File: config.mk
export PLATFORM = sky130hd
export DESIGN_NAME = wrc_ctrl
export DESIGN_NICKNAME = d
export VERILOG_FILES = /design/src/hw/rtl/wrc_pkg.sv /design/src/hw/rtl/wrc_ctrl.sv
export SDC_FILE = /design/constraint.sdc
export NUM_CORES = 1
export LEC_CHECK = 0
export BUFFER_PORTS_ARGS = -buffer_cell sky130_fd_sc_hd__buf_2
export CORE_AREA = 2 2 39 41
export DETAILED_ROUTE_END_ITERATION = 10
export DIE_AREA = 0 0 41 43
export GPL_TIMING_DRIVEN = 0
export PLACE_DENSITY = 0.69
export SETUP_SLACK_MARGIN = 0.05
export SYNTH_ARGS = -nofsm -noshare
export SYNTH_HDL_FRONTEND = slang
export SYNTH_SLANG_ARGS = --single-unit
File: constraint.sdc
create_clock -name clock -period 2.92 [get_ports clock]
set_input_delay 0.146 -clock clock [delete_from_list [all_inputs] [get_ports clock]]
set_output_delay 0.146 -clock clock [all_outputs]
set_load 0.01 [all_outputs]
File: src/hw/rtl/wrc_pkg.sv
package wrc_pkg;

   // default geometry
   localparam int INPUT_BITS_DEF  = 64;
   localparam int TUPLE_BITS_DEF  = 8;
   localparam int CLASS_COUNT_DEF = 10;

   // fixed field widths
   localparam int ACTION_W        = 2;
   localparam int SAMPLE_W        = 64;
   localparam int LABEL_W         = 4;
   localparam int MAP_W           = 6;
   localparam int MAP_DEPTH       = 64;
   localparam int VOTE_W          = 4;
   localparam int NUM_VOTE_FIELDS = 10;

   localparam logic [VOTE_W-1:0] VOTE_MAX = '1;

   typedef enum logic [ACTION_W-1:0] {
      ACT_LOAD_MAP = 2'd0,
      ACT_TRAIN    = 2'd1,
      ACT_PREDICT  = 2'd2
   } action_type;

   typedef logic [VOTE_W-1:0] vote_type;

   // controller to datapath
   typedef struct packed {
      logic clear_step;
      logic map_write;
      logic capture;
      logic build_addr;
      logic train_step;
      logic read_step;
      logic load_out;
   } wrc_cmd_type;

   // datapath to controller
   typedef struct packed {
      logic clear_last;
      logic sweep_last;
      logic out_free;
   } wrc_status_type;

endpackage

File: src/hw/rtl/wrc_ctrl.sv
module wrc_ctrl import wrc_pkg::*; #(
   parameter int CLASS_COUNT = CLASS_COUNT_DEF
) (
   input  logic                clock,
   input  logic                reset,
   input  logic                req_valid,
   input  logic [ACTION_W-1:0] req_action,
   input  logic [LABEL_W-1:0]  req_class_label,
   output logic                req_ready,
   input  wrc_status_type      status,
   output wrc_cmd_type         cmd
);

   typedef enum logic [5:0] {
      S_CLEAR = 6'b000001,
      S_IDLE  = 6'b000010,
      S_ADDR  = 6'b000100,
      S_SWEEP = 6'b001000,
      S_FLUSH = 6'b010000,
      S_DONE  = 6'b100000
   } state_type;

   state_type state_ff, state_in;
   logic      train_ff, train_in;
   logic      accept;
   logic      label_ok;
   logic      is_train;
   logic      is_predict;

   assign req_ready  = (state_ff == S_IDLE);
   assign accept     = req_valid && req_ready;
   assign label_ok   = (req_class_label < LABEL_W'(CLASS_COUNT));
   assign is_train   = (req_action == ACT_TRAIN);
   assign is_predict = (req_action == ACT_PREDICT);

   always_comb begin
      state_in = state_ff;
      train_in = train_ff;
      cmd      = '0;
      case (state_ff)
         S_CLEAR: begin
            cmd.clear_step = 1'b1;
            if (status.clear_last) begin
               state_in = S_IDLE;
            end
         end
         S_IDLE: begin
            cmd.map_write = accept && (req_action == ACT_LOAD_MAP);
            // bad label trains nothing, so it never leaves idle
            if (accept && (is_predict || (is_train && label_ok))) begin
               cmd.capture = 1'b1;
               train_in    = is_train;
               state_in    = S_ADDR;
            end
         end
         S_ADDR: begin
            cmd.build_addr = 1'b1;
            state_in       = S_SWEEP;
         end
         S_SWEEP: begin
            cmd.train_step = train_ff;
            cmd.read_step  = !train_ff;
            if (status.sweep_last) begin
               state_in = train_ff ? S_IDLE : S_FLUSH;
            end
         end
         S_FLUSH: begin
            state_in = S_DONE;
         end
         S_DONE: begin
            if (status.out_free) begin
               cmd.load_out = 1'b1;
               state_in     = S_IDLE;
            end
         end
         default: begin
            state_in = S_CLEAR;
         end
      endcase
   end

   always_ff @(posedge clock) begin
      if (reset) begin
         state_ff <= S_CLEAR;
         train_ff <= 1'b0;
      end else begin
         state_ff <= state_in;
         train_ff <= train_in;
      end
   end

endmodule

==> metrics <==
VDD IR max=0.000170 V; Hold Vio Cnt, Final=0; Rel. slew slack=between 70 and 80%; Design Power=0.316 mW; ANT cells=0; Post-CTS Setup Bufs=0; total core area=1380 µm²; antenna violations before repair=0; remaining antenna violation count=0; Synth cell types=35; Yosys warnings=0; WL/cell=roughly 11 µm; global-route wire length before repair=between 1500 and 2000 µm; crit path kind=register to primary output; Slowest cell on crit path=dfxtp_1; vias in the first global route=~480; dpl cell area=roughly 660 µm²; Vias=just under 600; Worst Max-Slew Pin Slew=roughly 0.38 ns; Layout Nets=roughly 110; CTS Sinks=7; I/O pin total=20; Core Rows=14; Reg clk slew, reported paths=approximately 0.050 ns; worst skew pair latency=about 0.25 ns; PD cells=459 nW/µm²; CP arrival=1.52 ns; CP Max Fanout=9; Static Leak=0.300 nW; fill count=138; synthesis-to-finish area growth=24.7%; cts bufs inserted=3; Crit path largest cell delay=approximately 0.30 ns; commonest cells after routing, fill and taps aside=buf_2, nor2_1, dfxtp_1, nand2_1, o21ai_0; 1st-pass router iterations=4; crit path cell chain=buf_6, nor4_4, nand3_2, clkinv_2, nand2_1, nor3_1, buf_2; WL final=approximately 1200 µm; Post-route DRC=0; Die Wd=between 40 and 50 µm; grt ovf=0; setup violators final=0; register area share after synthesis=between 20% and 30%; post-CTS resize count=0; CTS root buffer=clkbuf_4; TNS Setup=0 ns; Die Y=43 µm; Total GRT Usage=roughly 16%; FMAX=roughly 0.60 GHz; fin crit period=around 1.7 ns; Synth Cell Area=about 550 µm²; H-Tree Depth=1; Pins Over Slew Limit=0; cts hold-fix bufs=0; ys async rst share=0%; Synth Register Bits=7; CTS max path bufs=2; Final GP Congestion=about 0.81; number of DRC markers in iteration 0=10; Mapped Nets=slightly above 80; most common cell after layout, fill and taps aside=buf_2; port buffer count=18; hold crit path type=input port to register; status=complete, no violations; Top delay family on crit path=simple AND/OR/NAND/NOR gates; HPWL after DPL=roughly 940 µm; CP Data Required Time=around 2.8 ns; largest net degree at the start of global routing=11; CP endpoint kind=primary output; CTS tree=yes; clock skew=approximately 0.0047 ns; Most used DFF post-synth=dfxtp_1; syn avg cell area=~7.8 µm²; DIE AREA=around 1800 µm²; synthesized instance count=71; final instance area=689 µm²; period utilisation layout=57.2%; Hold Slack=about 0.21 ns; vias per inst=approximately 5.4; crit start category=register; RSZ-0062 raised after global routing=false; initial core utilization=approximately two fifths; EDFF count, synth=0; share of cells above drive strength 1=~39%; Max Cap Viol=0; CP Buf/Inv Count=3
[layout make-up]
| type | count | area (µm²) | share of cell area (%) |
|---|---|---|---|
| Inverter | 3 | 12.5 | 1.81 |
| Clock buffer | 4 | 26.3 | 3.81 |
| Sequential cell | 7 | 140 | 20.3 |
| Buffer | 4 | 31.3 | 4.54 |
| Multi-Input combinational cell | 57 | 369 | 53.5 |
| Timing Repair Buffer | 18 | 90.1 | 13.1 |
| Tap cell | 16 | 20.0 | 2.90 |
[tightest hold or removal path, stage by stage]
cell and delay [ns]:
buf_2 0.12, a21oi_1 0.06, o211ai_1 0.08
[registers in the layout (all words and copies together), names as in the netlist]
name,flops
state_ff,6
train_ff,1
[cells by family after synthesis]
group	count (synthesis)	synth area share (%)
and+or+nand+nor	38	41.9
buffers and inverters	7	7.91
DFF	7	25.3
AOI/OAI and AO/OA	17	21.7
xor gates and xnor gates	2	3.17
[layer usage]
metal	up-vias	track usage [%]	share of wire (%)	routed length, µm
met4	0	14.0	2.9	34
met3	4	1.57	6.2	72
met2	20	23.4	44	510
li1	302	-	-	-
met1	258	20.1	47	547
met5	-	0	0	0
[where the power goes]
part / switching [mW] / internal (mW) / total [mW] / leakage (nW)
registers: 0.00814 / 0.104 / 0.112 / 0.0569
clock network: 0.0350 / 0.0521 / 0.0871 / 0.0150
logic: 0.0637 / 0.0534 / 0.117 / 0.228
total: 0.107 / 0.209 / 0.316 / 0.300
[stage by stage]
stage	instances	utilization, %	setup slack [ns]
after global routing	109	49.8	1.12
after floorplan	71	-	1.54
after CTS	109	49.8	1.23
after global placement	105	47.9	1.51
after detailed placement	105	47.9	1.50
final	109	49.8	1.25
[path summary, 6_finish.rpt]
kind	from	end	slack, ns	depth (start not counted)
max	state_ff[3]$_SDFFE_PP0P_	cmd[5]	1.25	7
min	reset	state_ff[0]$_SDFFE_PP1P_	0.21	3
max reg2reg	state_ff[5]$_SDFFE_PP0P_	state_ff[2]$_SDFFE_PP0P_	1.55	5
min reg2reg	train_ff$_SDFFE_PP0P_	state_ff[4]$_SDFFE_PP0P_	0.49	1
[cells in the mapped netlist, types with 2 or more instances]
master / count / area, µm²
o211ai_1: 2 / 15.0
nor2_1: 10 / 37.5
nand2_1: 6 / 22.5
buf_4: 2 / 15.0
dfxtp_1: 7 / 140
o21ai_0: 5 / 25.0
nor2b_1: 3 / 18.8
nor3_1: 4 / 20.0
a21oi_1: 4 / 20.0
nor3b_1: 3 / 22.5
No activity file was read; power rests on OpenSTA's default activity.
